`src/hw/rtl/pngenc_pkg.sv`:
```
// Shared types, constants and the byte-wide CRC-32 step for the PNG stream encoder.
// No dependencies; every other file imports this package.
package pngenc_pkg;

  localparam int DIM_W         = 13;
  localparam int MAX_DIMENSION = 4096;
  localparam int RAW_W         = 27;
  localparam int CMDQ_DEPTH    = 2;

  // Stored-deflate block size; pngenc_back's block count relies on 2^16 - 1.
  localparam logic [15:0] STORED_BLOCK_BYTES = 16'hFFFF;

  localparam logic [31:0] CRC_POLY = 32'hEDB8_8320;
  localparam logic [31:0] CRC_INIT = 32'hFFFF_FFFF;
  localparam logic [16:0] ADLER_MOD = 17'd65521;

  // Input action codes
  localparam logic ACT_START = 1'b0;
  localparam logic ACT_PIXEL = 1'b1;

  // Register indexes
  localparam logic REG_WIDTH  = 1'b0;
  localparam logic REG_HEIGHT = 1'b1;

  typedef enum logic {CMD_START, CMD_PIXEL} cmd_kind_t;

  typedef struct packed {
    cmd_kind_t        kind;
    logic             first_col;
    logic             last_pix;
    logic [DIM_W-1:0] width;
    logic [DIM_W-1:0] height;
    logic [31:0]      argb;
  } cmd_t;

  typedef enum logic [1:0] {ST_IDLE, ST_HEAD, ST_RAW, ST_TAIL} back_state_t;

  function automatic logic [31:0] crc_byte(input logic [31:0] c_in, input logic [7:0] b);
    logic [31:0] c;
    c = c_in ^ {24'd0, b};
    for (int k = 0; k < 8; k++) begin
      c = c[0] ? (CRC_POLY ^ (c >> 1)) : (c >> 1);
    end
    return c;
  endfunction

endpackage

```
`src/hw/rtl/pngenc_front.sv`:
```
// Front end: accepts items, keeps row/column position and image size, and
// turns starts and in-frame pixels into commands. Depends on pngenc_pkg.
module pngenc_front import pngenc_pkg::*; (
  input  logic             clk,
  input  logic             rst,
  input  logic             cfg_write_en,
  input  logic             cfg_index,
  input  logic [DIM_W-1:0] cfg_data,
  input  logic             in_valid,
  output logic             in_ready,
  input  logic             action,
  input  logic [31:0]      pixel_argb,
  output logic             push,
  output cmd_t             push_cmd,
  input  logic             q_ready
);

  logic [DIM_W-1:0] width;
  logic [DIM_W-1:0] height;
  logic [11:0]      column_count;
  logic [11:0]      row_count;
  logic             frame_active;
  logic [DIM_W-1:0] cfg_clamped;
  logic             accept;
  logic             last_col;
  logic             last_row;

  assign in_ready = q_ready;
  assign accept   = in_valid && in_ready;
  assign push     = accept && (action == ACT_START || frame_active);

  assign last_col = ({1'b0, column_count} + 13'd1) >= width;
  assign last_row = ({1'b0, row_count} + 13'd1) >= height;

  always_comb begin
    cfg_clamped = cfg_data;
    if (cfg_data == '0) begin
      cfg_clamped = DIM_W'(1);
    end else if (cfg_data > DIM_W'(MAX_DIMENSION)) begin
      cfg_clamped = DIM_W'(MAX_DIMENSION);
    end
  end

  always_comb begin
    push_cmd.kind      = (action == ACT_START) ? CMD_START : CMD_PIXEL;
    push_cmd.first_col = (column_count == '0);
    push_cmd.last_pix  = last_col && last_row;
    push_cmd.width     = width;
    push_cmd.height    = height;
    push_cmd.argb      = pixel_argb;
  end

  always_ff @(posedge clk) begin
    if (rst) begin
      width        <= DIM_W'(1);
      height       <= DIM_W'(1);
      column_count <= '0;
      row_count    <= '0;
      frame_active <= 1'b0;
    end else begin
      if (cfg_write_en && !frame_active) begin
        case (cfg_index)
          REG_WIDTH:  width  <= cfg_clamped;
          REG_HEIGHT: height <= cfg_clamped;
          default:    ;
        endcase
      end
      if (push) begin
        if (action == ACT_START) begin
          column_count <= '0;
          row_count    <= '0;
          frame_active <= 1'b1;
        end else if (last_col) begin
          column_count <= '0;
          if (last_row) begin
            row_count    <= '0;
            frame_active <= 1'b0;
          end else begin
            row_count <= row_count + 12'd1;
          end
        end else begin
          column_count <= column_count + 12'd1;
        end
      end
    end
  end

endmodule

```
`src/hw/rtl/pngenc_cmdq.sv`:
```
// Short command queue between front and back ends.
// Depends on pngenc_pkg for the command word type.
module pngenc_cmdq import pngenc_pkg::*; #(
  parameter int DEPTH = CMDQ_DEPTH
) (
  input  logic clk,
  input  logic rst,
  input  logic wr_en,
  input  cmd_t wr_cmd,
  output logic wr_ready,
  output logic rd_valid,
  output cmd_t rd_cmd,
  input  logic rd_en
);

  localparam int PTR_W = (DEPTH > 1) ? $clog2(DEPTH) : 1;
  localparam int CNT_W = $clog2(DEPTH + 1);

  cmd_t             mem [DEPTH];
  logic [PTR_W-1:0] wr_ptr;
  logic [PTR_W-1:0] rd_ptr;
  logic [CNT_W-1:0] count;

  assign wr_ready = (count != CNT_W'(DEPTH));
  assign rd_valid = (count != '0);
  assign rd_cmd   = mem[rd_ptr];

  always_ff @(posedge clk) begin
    if (wr_en) begin
      mem[wr_ptr] <= wr_cmd;
    end
  end

  always_ff @(posedge clk) begin
    if (rst) begin
      wr_ptr <= '0;
      rd_ptr <= '0;
      count  <= '0;
    end else begin
      if (wr_en) begin
        wr_ptr <= (wr_ptr == PTR_W'(DEPTH - 1)) ? '0 : wr_ptr + PTR_W'(1);
      end
      if (rd_en) begin
        rd_ptr <= (rd_ptr == PTR_W'(DEPTH - 1)) ? '0 : rd_ptr + PTR_W'(1);
      end
      if (wr_en && !rd_en) begin
        count <= count + CNT_W'(1);
      end else if (rd_en && !wr_en) begin
        count <= count - CNT_W'(1);
      end
    end
  end

endmodule

```
`src/hw/rtl/pngenc_back.sv`:
```
// Back end: byte sequencer for headers, stored blocks, pixels and trailer,
// with running CRC-32 and Adler-32 and a registered output word. Depends on pngenc_pkg.
module pngenc_back import pngenc_pkg::*; (
  input  logic       clk,
  input  logic       rst,
  input  logic       q_valid,
  input  cmd_t       q_cmd,
  output logic       q_take,
  output logic       out_valid,
  input  logic       out_ready,
  output logic [7:0] out_byte,
  output logic       last_of_run,
  output logic       file_done
);

  back_state_t      state;
  back_state_t      state_next;
  cmd_t             cur;
  logic [5:0]       idx;
  logic [2:0]       hidx;
  logic [2:0]       raw_idx;
  logic [31:0]      hcrc;
  logic [31:0]      idat_crc;
  logic [15:0]      adler_low;
  logic [15:0]      adler_high;
  logic [15:0]      block_left;
  logic [RAW_W-1:0] raw_left;
  logic [10:0]      blocks;
  logic [31:0]      idat_len;

  logic             adv;
  logic             fire;
  logic             done;
  logic             to_tail;
  logic             is_raw;
  logic             feed_h;
  logic             feed_i;
  logic             fin;
  logic [7:0]       byte_sel;
  logic [7:0]       raw_byte;
  logic [15:0]      blk_len;
  logic [15:0]      blk_nlen;
  logic [14:0]      w4p1;
  logic [27:0]      raw_full;
  logic [27:0]      blk_t;
  logic [27:0]      blk_q;
  logic [16:0]      low_sum;
  logic [16:0]      low_mod;
  logic [16:0]      high_sum;
  logic [16:0]      high_mod;

  assign adv    = !out_valid || out_ready;
  assign fire   = adv && (state != ST_IDLE);
  assign q_take = q_valid && ((state == ST_IDLE) || (fire && done));

  assign w4p1     = {q_cmd.width, 2'b00} + 15'd1;
  assign raw_full = w4p1 * q_cmd.height;

  // Block count: ceil(raw / 65535) by the 2^16 - 1 reciprocal identity.
  assign blk_t = {1'b0, raw_left} + 28'd65534;
  assign blk_q = (blk_t + (blk_t >> 16) + 28'd1) >> 16;

  assign blk_len  = (raw_left > RAW_W'(STORED_BLOCK_BYTES)) ? STORED_BLOCK_BYTES
                                                            : raw_left[15:0];
  assign blk_nlen = ~blk_len;

  always_comb begin
    case (raw_idx)
      3'd1:    raw_byte = cur.argb[23:16];
      3'd2:    raw_byte = cur.argb[15:8];
      3'd3:    raw_byte = cur.argb[7:0];
      3'd4:    raw_byte = cur.argb[31:24];
      default: raw_byte = 8'h00;
    endcase
  end

  assign low_sum  = {1'b0, adler_low} + {9'd0, raw_byte};
  assign low_mod  = (low_sum >= ADLER_MOD) ? low_sum - ADLER_MOD : low_sum;
  assign high_sum = {1'b0, adler_high} + low_mod;
  assign high_mod = (high_sum >= ADLER_MOD) ? high_sum - ADLER_MOD : high_sum;

  // Output side: byte selection, CRC feeds and end-of-command flags
  always_comb begin
    byte_sel = 8'h00;
    feed_h   = 1'b0;
    feed_i   = 1'b0;
    done     = 1'b0;
    to_tail  = 1'b0;
    is_raw   = 1'b0;
    fin      = 1'b0;
    case (state)
      ST_HEAD: begin
        feed_h = (idx >= 6'd12) && (idx <= 6'd28);
        feed_i = (idx >= 6'd37);
        done   = (idx == 6'd42);
        case (idx)
          6'd0:  byte_sel = 8'h89;
          6'd1:  byte_sel = 8'h50;
          6'd2:  byte_sel = 8'h4E;
          6'd3:  byte_sel = 8'h47;
          6'd4:  byte_sel = 8'h0D;
          6'd5:  byte_sel = 8'h0A;
          6'd6:  byte_sel = 8'h1A;
          6'd7:  byte_sel = 8'h0A;
          6'd11: byte_sel = 8'd13;
          6'd12: byte_sel = 8'h49;
          6'd13: byte_sel = 8'h48;
          6'd14: byte_sel = 8'h44;
          6'd15: byte_sel = 8'h52;
          6'd18: byte_sel = {3'd0, cur.width[12:8]};
          6'd19: byte_sel = cur.width[7:0];
          6'd22: byte_sel = {3'd0, cur.height[12:8]};
          6'd23: byte_sel = cur.height[7:0];
          6'd24: byte_sel = 8'd8;
          6'd25: byte_sel = 8'd6;
          6'd29: byte_sel = ~hcrc[31:24];
          6'd30: byte_sel = ~hcrc[23:16];
          6'd31: byte_sel = ~hcrc[15:8];
          6'd32: byte_sel = ~hcrc[7:0];
          6'd33: byte_sel = idat_len[31:24];
          6'd34: byte_sel = idat_len[23:16];
          6'd35: byte_sel = idat_len[15:8];
          6'd36: byte_sel = idat_len[7:0];
          6'd37: byte_sel = 8'h49;
          6'd38: byte_sel = 8'h44;
          6'd39: byte_sel = 8'h41;
          6'd40: byte_sel = 8'h54;
          6'd41: byte_sel = 8'h78;
          6'd42: byte_sel = 8'h01;
          default: byte_sel = 8'h00;
        endcase
      end
      ST_RAW: begin
        feed_i = 1'b1;
        if (block_left == '0) begin
          case (hidx)
            3'd0:    byte_sel = {7'd0, (raw_left <= RAW_W'(STORED_BLOCK_BYTES))};
            3'd1:    byte_sel = blk_len[7:0];
            3'd2:    byte_sel = blk_len[15:8];
            3'd3:    byte_sel = blk_nlen[7:0];
            default: byte_sel = blk_nlen[15:8];
          endcase
        end else begin
          is_raw   = 1'b1;
          byte_sel = raw_byte;
          done     = (raw_idx == 3'd4) && !cur.last_pix;
          to_tail  = (raw_idx == 3'd4) && cur.last_pix;
        end
      end
      ST_TAIL: begin
        feed_i = (idx <= 6'd3);
        done   = (idx == 6'd19);
        fin    = done;
        case (idx)
          6'd0:  byte_sel = adler_high[15:8];
          6'd1:  byte_sel = adler_high[7:0];
          6'd2:  byte_sel = adler_low[15:8];
          6'd3:  byte_sel = adler_low[7:0];
          6'd4:  byte_sel = ~idat_crc[31:24];
          6'd5:  byte_sel = ~idat_crc[23:16];
          6'd6:  byte_sel = ~idat_crc[15:8];
          6'd7:  byte_sel = ~idat_crc[7:0];
          6'd12: byte_sel = 8'h49;
          6'd13: byte_sel = 8'h45;
          6'd14: byte_sel = 8'h4E;
          6'd15: byte_sel = 8'h44;
          6'd16: byte_sel = 8'hAE;
          6'd17: byte_sel = 8'h42;
          6'd18: byte_sel = 8'h60;
          6'd19: byte_sel = 8'h82;
          default: byte_sel = 8'h00;
        endcase
      end
      default: ;
    endcase
  end

  always_comb begin
    state_next = state;
    if (q_take) begin
      state_next = (q_cmd.kind == CMD_START) ? ST_HEAD : ST_RAW;
    end else if (fire && done) begin
      state_next = ST_IDLE;
    end else if (fire && to_tail) begin
      state_next = ST_TAIL;
    end
  end

  always_ff @(posedge clk) begin
    if (rst) begin
      state     <= ST_IDLE;
      out_valid <= 1'b0;
    end else begin
      state <= state_next;
      if (adv) begin
        out_valid <= fire;
      end
    end
  end

  always_ff @(posedge clk) begin
    if (rst) begin
      idat_crc   <= CRC_INIT;
      adler_low  <= 16'd1;
      adler_high <= '0;
      block_left <= '0;
      raw_left   <= '0;
    end else begin
      if (fire) begin
        out_byte    <= byte_sel;
        last_of_run <= done;
        file_done   <= fin;
        if (feed_h) begin
          hcrc <= crc_byte(hcrc, byte_sel);
        end
        if (feed_i) begin
          idat_crc <= crc_byte(idat_crc, byte_sel);
        end
        case (state)
          ST_HEAD, ST_TAIL: idx <= idx + 6'd1;
          ST_RAW: begin
            if (is_raw) begin
              raw_idx    <= raw_idx + 3'd1;
              block_left <= block_left - 16'd1;
              raw_left   <= raw_left - RAW_W'(1);
              adler_low  <= low_mod[15:0];
              adler_high <= high_mod[15:0];
              idx        <= '0;
            end else if (hidx == 3'd4) begin
              hidx       <= '0;
              block_left <= blk_len;
            end else begin
              hidx <= hidx + 3'd1;
            end
          end
          default: ;
        endcase
      end
      if (state == ST_HEAD) begin
        blocks   <= blk_q[10:0];
        idat_len <= 32'd6 + {5'd0, raw_left} + {19'd0, blocks, 2'b00} + {21'd0, blocks};
      end
      if (q_take) begin
        cur     <= q_cmd;
        idx     <= '0;
        hidx    <= '0;
        raw_idx <= q_cmd.first_col ? 3'd0 : 3'd1;
        if (q_cmd.kind == CMD_START) begin
          hcrc       <= CRC_INIT;
          idat_crc   <= CRC_INIT;
          adler_low  <= 16'd1;
          adler_high <= '0;
          block_left <= '0;
          raw_left   <= raw_full[RAW_W-1:0];
        end
      end
    end
  end

endmodule

```
`src/hw/rtl/argb_to_png_stream_encoder.sv`:
```
// Channel   | signals                                  | direction
// ----------+------------------------------------------+----------
// input     | in_valid, in_ready, action, pixel_argb   | in
// output    | out_valid, out_ready, out_byte, last_of_run, file_done | out
// config    | cfg_write_en, cfg_index, cfg_data        | in
//
// One output word per cycle from the back end's output register while
// out_ready is high. A start item gives 43 bytes; a pixel gives 4 (5 at a
// row start), plus 5 for each stored-block header it crosses, plus 20 for
// the trailer after the last pixel. The front end accepts while the
// command queue has room, so it keeps taking items while the back end
// stalls on out_ready. Reset is synchronous; no clearing pass is needed.
// Top level of the PNG stream encoder; uses pngenc_pkg, pngenc_front,
// pngenc_cmdq and pngenc_back.
module argb_to_png_stream_encoder import pngenc_pkg::*; #(
  parameter int QUEUE_DEPTH = CMDQ_DEPTH
) (
  input  logic             clk,
  input  logic             rst,
  input  logic             cfg_write_en,
  input  logic             cfg_index,
  input  logic [DIM_W-1:0] cfg_data,
  input  logic             in_valid,
  output logic             in_ready,
  input  logic             action,
  input  logic [31:0]      pixel_argb,
  output logic             out_valid,
  input  logic             out_ready,
  output logic [7:0]       out_byte,
  output logic             last_of_run,
  output logic             file_done
);

  logic push;
  cmd_t push_cmd;
  logic q_wr_ready;
  logic q_valid;
  cmd_t q_cmd;
  logic q_take;

  pngenc_front u_front (
    .clk          (clk),
    .rst          (rst),
    .cfg_write_en (cfg_write_en),
    .cfg_index    (cfg_index),
    .cfg_data     (cfg_data),
    .in_valid     (in_valid),
    .in_ready     (in_ready),
    .action       (action),
    .pixel_argb   (pixel_argb),
    .push         (push),
    .push_cmd     (push_cmd),
    .q_ready      (q_wr_ready)
  );

  pngenc_cmdq #(
    .DEPTH (QUEUE_DEPTH)
  ) u_cmdq (
    .clk      (clk),
    .rst      (rst),
    .wr_en    (push),
    .wr_cmd   (push_cmd),
    .wr_ready (q_wr_ready),
    .rd_valid (q_valid),
    .rd_cmd   (q_cmd),
    .rd_en    (q_take)
  );

  pngenc_back u_back (
    .clk         (clk),
    .rst         (rst),
    .q_valid     (q_valid),
    .q_cmd       (q_cmd),
    .q_take      (q_take),
    .out_valid   (out_valid),
    .out_ready   (out_ready),
    .out_byte    (out_byte),
    .last_of_run (last_of_run),
    .file_done   (file_done)
  );

endmodule
```
`config.mk`:
```
export PLATFORM = sky130hd
export DESIGN_NAME = argb_to_png_stream_encoder
export DESIGN_NICKNAME = d
export VERILOG_FILES = /design/src/hw/rtl/pngenc_pkg.sv /design/src/hw/rtl/pngenc_front.sv /design/src/hw/rtl/pngenc_cmdq.sv /design/src/hw/rtl/pngenc_back.sv /design/src/hw/rtl/argb_to_png_stream_encoder.sv
export SDC_FILE = /design/constraint.sdc
export NUM_CORES = 2
export LEC_CHECK = 0
export BUFFER_PORTS_ARGS = -buffer_cell sky130_fd_sc_hd__buf_2
export CAP_MARGIN = 25
export CORE_ASPECT_RATIO = 1.1
export CORE_UTILIZATION = 35
export DETAILED_ROUTE_END_ITERATION = 10
export GPL_TIMING_DRIVEN = 0
export HOLD_SLACK_MARGIN = 0.02
export PLACE_DENSITY = 0.55
export SETUP_SLACK_MARGIN = 0.02
export SYNTH_ARGS = -nofsm -noshare
export SYNTH_HDL_FRONTEND = slang
export SYNTH_SLANG_ARGS = --single-unit
```
`constraint.sdc`:
```
create_clock -name clk -period 10.2 [get_ports clk]
set_clock_uncertainty 0.05 [all_clocks]
set_input_delay 2.04 -clock clk [delete_from_list [all_inputs] [get_ports clk]]
set_output_delay 2.04 -clock clk [all_outputs]
set_load 0.1 [all_outputs]
```
# Yosys cells after proc, flatten, opt, wreduce, memory -nomap -nowiden
# Memory sizes are Yosys's and may differ from the RTL's. A register that Yosys moved wholly into a read port is not among the register bits.
# Index checks and enable logic that the tools add are counted.
word_totals:
  ff_bits: 321
  ramBits: 122
  inputBits: 52
  n_memories: 1
op_classes:
  add_sub_neg: 24
  multipliers: 1
  magnitude_cmp: 11
  n_eq_ne: 50
  muxes: 97
  bitwise_logic: 30
  n_reduce_logical: 50
mem_list:
  columns: ["memory", "words", "word_bits", "rd", "rd_ports_with_merged_regs", "wr", "line", "text"]
  rows:
  - ["u_cmdq.mem", 2, 61, 1, 1, 1, "pngenc_cmdq.sv:19", "cmd_t mem [DEPTH];"]
op_table:
  columns: ["operator", "count"]
  rows:
  - ["$mux 32", 24]
  - ["$mux 16", 18]
  - ["$pmux 8 s29", 1]
  - ["$not 13->14", 16]
  - ["$mux 27", 5]
  - ["$pmux 8 s16", 1]
  - ["$eq 6x5->1 const B", 11]
  - ["$eq 6x6->1 const B", 11]
  - ["$not 8->8", 8]
  - ["$pmux 8 s4", 2]
  - ["$xor 32x8->32", 2]
  - ["$mux 12", 5]
  - ["$ge 17x16->1 const B", 2]
  - ["$add 32x11->32", 1]
  - ["$add 32x13->32", 1]
  - ["$eq 6x4->1 const B", 5]
  - ["$add 27x16->28 const B", 1]
  - ["$add 3x27->28 const A", 1]
  - ["$add 27x1->27 const B", 1]
  - ["$add 27x12->27", 1]
  - ["$gt 27x16->1 const B", 1]
  - ["$le 27x16->1 const B", 1]
  - ["$mul 15x13->27", 1]
  - ["$sub 27x1->27 const B", 1]
  - ["57 further kinds", 142]

# Logic depth before layout (Yosys ltp)
depth:
  depth_word: 27
  depth_mapped: 36
  depth_no_buf: 33

# Hierarchy
# A second synthesis with hierarchy kept.
hier_totals:
  cells_unflattened: 3362
  area_unflattened_um2: 32351.0
by_module_without_submodules:
  columns: ["mod", "instances", "cells_per_inst", "area_each_um2"]
  rows:
  - ["pngenc_back", 1, 2706, 24263.3]
  - ["pngenc_cmdq", 1, 212, 4630.7]
  - ["pngenc_front", 1, 444, 3457.1]

# Least setup slack after synthesis
# OpenSTA, ideal clock, no wires.
synth_path:
  kind: "flip-flop to flip-flop"
  startpoint: "register u_back.raw_idx[0]"
  endpoint: "register u_back.adler_high[13]"
  setup_time_ps: 132
  t_arrival_ps: 7128
  slack_ps: 2889
  stages_incl_launch_ff: 35
  period_less_slack_ps: 7311
  path_cell_list: "edfxtp_1 inv_1 ha_1 clkbuf_1 nor3_1 o21ai_1 and2_1 ha_1 inv_1 fa_1 nand3b_1 a21boi_0 o21a_1 nor2_1 xnor2_1 and3_1 nand4_1 o21ai_1 nand3_1 xnor2_1 ha_1 clkbuf_1 a21o_1 a21o_1 a2111oi_0 nand3_1 a311oi_1 o21bai_1 a21oi_1 xnor2_1 nand4_1 clkbuf_1 a2111oi_0 xnor2_1 a21oi_1"
synth_via:
  elab_chain_len: 13
  word_cells_on_any_way: 24
  classes_between: "add/sub (4); order compare (2); eq/ne (4); mux (10); reduce/logical (4)"
synth_rtl:
  columns: ["element", "line", "text"]
  rows:
  - ["start: declaration", "pngenc_back.sv:21", "logic [2:0] raw_idx;"]
  - ["start signal: assignment", "pngenc_back.sv:223", "raw_idx <= raw_idx + 3'd1;"]
  - ["start signal: assignment", "pngenc_back.sv:247", "raw_idx <= q_cmd.first_col ? 3'd0 : 3'd1;"]
  - ["$eq 3x3->1 (tied with other cells)", "pngenc_back.sv:68, pngenc_back.sv:146", null]
  - ["$pmux 8 s4", "pngenc_back.sv:68", "case (raw_idx)"]
  - ["$add 16x8->17", "pngenc_back.sv:77", "assign low_sum = {1'b0, adler_low} + {9'd0, raw_byte};"]
  - ["$sub 17x16->17 or $ge 17x16->1 (tied branches)", "pngenc_back.sv:78", "assign low_mod = (low_sum >= ADLER_MOD) ? low_sum - ADLER_MOD : low_sum;"]
  - ["$mux 17", "pngenc_back.sv:78", null]
  - ["$add 16x17->17", "pngenc_back.sv:79", "assign high_sum = {1'b0, adler_high} + low_mod;"]
  - ["$sub 16x16->16 or $ge 17x16->1 (tied branches)", "pngenc_back.sv:80", "assign high_mod = (high_sum >= ADLER_MOD) ? high_sum - ADLER_MOD : high_sum;"]
  - ["$mux 16", "pngenc_back.sv:80", null]
  - ["$mux 16", "pngenc_back.sv:222", "if (is_raw) begin"]
  - ["$mux 16", "pngenc_back.sv:219", "case (state)"]
  - ["$mux 16", "pngenc_back.sv:209", "if (fire) begin"]
  - ["$mux 16", "pngenc_back.sv:248", "if (q_cmd.kind == CMD_START) begin"]
  - ["$mux 16 *", "pngenc_back.sv:243", "if (q_take) begin"]
  - ["end signal: assignment", "pngenc_back.sv:227", "adler_high <= high_mod[15:0];"]
  - ["end: declaration", "pngenc_back.sv:25", "logic [15:0] adler_high;"]
# Every way passes the cells marked *; elsewhere a longest branch is shown, timed or not.
# A chain may end at the register's enable or synchronous reset.

# Worst setup path in the final report
layout_path:
  startpoint: "register u_back.raw_idx[2]"
  endpoint: "register u_back.adler_high[13]"
# The elaborated chain is that of the path after synthesis.

==> flow_summary.ini <==
[sta]
finalHoldViolCount = 0
tightest_slew_ps = 1270
min_period_ps = 9175
setup_viol = 0
rsz0062_at_grt = false
maxSlewHeadroom = 0.1532
fin_crit_sh = 0.8995
tns_ps = 0
max_freq_mhz = 109.0
drv_slew = 0

[cts]
cts_hold_buf = 0
cts_setup_buffers = 0
cts_tree = built
path_clk_slew_ps = 60
cts_resized = 0
numCtsBuffers = 52
clock-root-buffer = clkbuf_16
cts_sinks = 441
cts_htree_levels = 2
clock_path_buffers = 3
clk_latency_ps = 650

[setup_path]
cp_data_arrival_time_ps = 9610
critPathKind = flip-flop to flip-flop
cp_max_fo = 10
timing.rr.start = u_back.raw_idx[2]
slowest_stage = o21ai_1
crit_start = u_back.raw_idx[2]
required_ps = 10640
path_delay_family = compound AO/OA/AOI/OAI gates
cp-end-kind = flip-flop
path_buf_inv = 6
cp_slowest_stage_delay_ps = 630
start_kind = flip-flop

[layout]
antenna_cells = 0
multiInputGateArea_um2 = 18930
regArea_um2 = 11580
drive_above_1_share = 0.08176
nets = 3940
syn2layout_area_growth_pct = 11.29
nFillCells = 9159

[logic_synthesis]
syn_nets = 3814
ys_seq_area_frac = 0.3576
yosysMostFrequentCell = nand2_1
ys_warn_count = 0
yosysUniqueCellTypes = 104
synth_seq_cells = 441
synth_top_area_share = 0.2550
ys_top_cells_by_count = 381 x nand2_1, 295 x inv_1, 275 x edfxtp_1, 255 x nor2_1, 212 x xnor2_1
syn_area_per_cell_um2 = 9.420
synth_flop_cell = edfxtp_1
synth_edf_count = 275
yosys.area.top_type = edfxtp_1
syn_inst = 3438
syn_area_um2 = 32380
synth-async-reset-ratio = 0
synthTopCellsByArea = edfxtp_1 25%, dfxtp_1 10%, fa_1 8.8%

[hold_path]
min_path_type = flip-flop to flip-flop
min_from = u_front.width[10]

[die]
dieWidth_um = 292.0
rows = 116
ios = 64
fp.dieH_um = 321.0
core_area_um2 = 91290
dieArea_um2 = 93750
start_util = 0.3547

[drt]
vias_per_cell = 5.359
dr_total_vias = 25660
drt_wl_total_um = 101900
ant_nets = 0
wl_per_cell_um = 21.28
drc = 0
drt_iter0_drc = 2063
dr.pass1.iters = 6

[global_routing]
grt_pass1_vias = 25520
grtUsageMet3 = 0.02819
grt_max_degree = 62
overflow = 0
grt_usage = 0.2169
grtUsageMet1 = 0.2796
grt_pass1_wl_um = 155800
top_usage_layer = met2
grt_antenna_before_repair = 1
grt_use_met2 = 0.3731

[placement]
dp_hpwl_um = 79030
place_congestion = 0.9815
io_buffers = 62

[run]
cap_viol_max_count = 0

[run_status]
status = finished clean
-- path summary, 6_finish.rpt --
check / to / slack [ps] / cells past startpoint
worst min-delay path: u_cmdq.mem[0][55] / 420 / 0
worst min register to register: u_cmdq.mem[0][55] / 420 / 0
worst max-delay path: u_back.adler_high[13] / 1020 / 35
worst max register to register: u_back.adler_high[13] / 1020 / 35
-- cell families (layout without fill, tap and decap cells) --
logic type | count (synthesis) | in the layout | synth area share
AND/OR/NAND/NOR | 1102 | 1102 | 0.1654
AO/OA/AOI/OAI | 676 | 676 | 0.1363
buffers and inverters | 483 | 653 | 0.05857
flip-flops | 441 | 441 | 0.3576
XOR/XNOR | 334 | 334 | 0.09821
adder cells (fa/ha/maj) | 324 | 324 | 0.1581
multiplexers | 77 | 77 | 0.02562
other | 1 | 1 | 0.0001158
-- routing by layer --
layer / vias up / wire (µm)
li1: 12250 / -
met1: 12490 / 43820
met2: 752 / 49390
met5: - / 11
met3: 161 / 5457
met4: 2 / 3213
-- area by class of cell --
type / count / share of cell area
multi-input combinational: 2514 / 0.5253
sequential: 441 / 0.3213
tap: 1180 / 0.04097
clock buffer: 68 / 0.03888
inverter: 304 / 0.03166
buffer: 179 / 0.02097
timing repair buffer: 72 / 0.01239
clock inverter: 30 / 0.008471
-- state kept, by name (all words and copies together) (netlist names), 8 cells and up, named ones only --
signal and count:
u_back.blocks 11, u_back.adler_low 16, u_front.column_count 12, u_front.height 13, u_back.hcrc 32, u_back.block_left 16
u_back.adler_high 16, u_front.row_count 12, u_back.idat_len 29, u_cmdq.mem 122, u_front.width 13, u_back.idat_crc 32
u_back.out_byte 8, u_back.raw_left 27, u_back.cur 59
-- layout by cell type, fill, tap and decap left out, types with 31 or more instances in the layout --
cell type	count
xnor2_1	212
fa_1	142
nand3_1	113
nor3_1	64
xor2_1	101
ha_1	182
and3_1	34
mux2_2	47
nor2_1	252
buf_2	88
inv_1	294
nor2b_1	36
nor4_1	31
dfxtp_1	166
clkbuf_1	137
nand4_1	32
and2_1	41
a211oi_1	35
clkbuf_16	52
o21ai_0	130
o211ai_1	57
edfxtp_1	275
nand2_1	381
a21oi_1	190
-- per-stage QoR --
step | cells | hold slack (ps) | setup WS [ps] | instance area (µm²) | util
global placement | 4680 | 408.1 | 983.3 | 34170 | 0.3743
floorplan | 3438 | 394.3 | 2889 | 32380 | -
detailed placement | 4688 | 412.6 | 1120 | 34320 | 0.3759
CTS | 4786 | 420.5 | 1048 | 36020 | 0.3946
global route | 4788 | 430.5 | 253.7 | 36040 | 0.3948
finish | 4788 | 423.6 | 1025 | 36040 | 0.3948
Power is not shown: default switching activity piles up to over one toggle a cycle in this logic, so the estimate is an artifact.
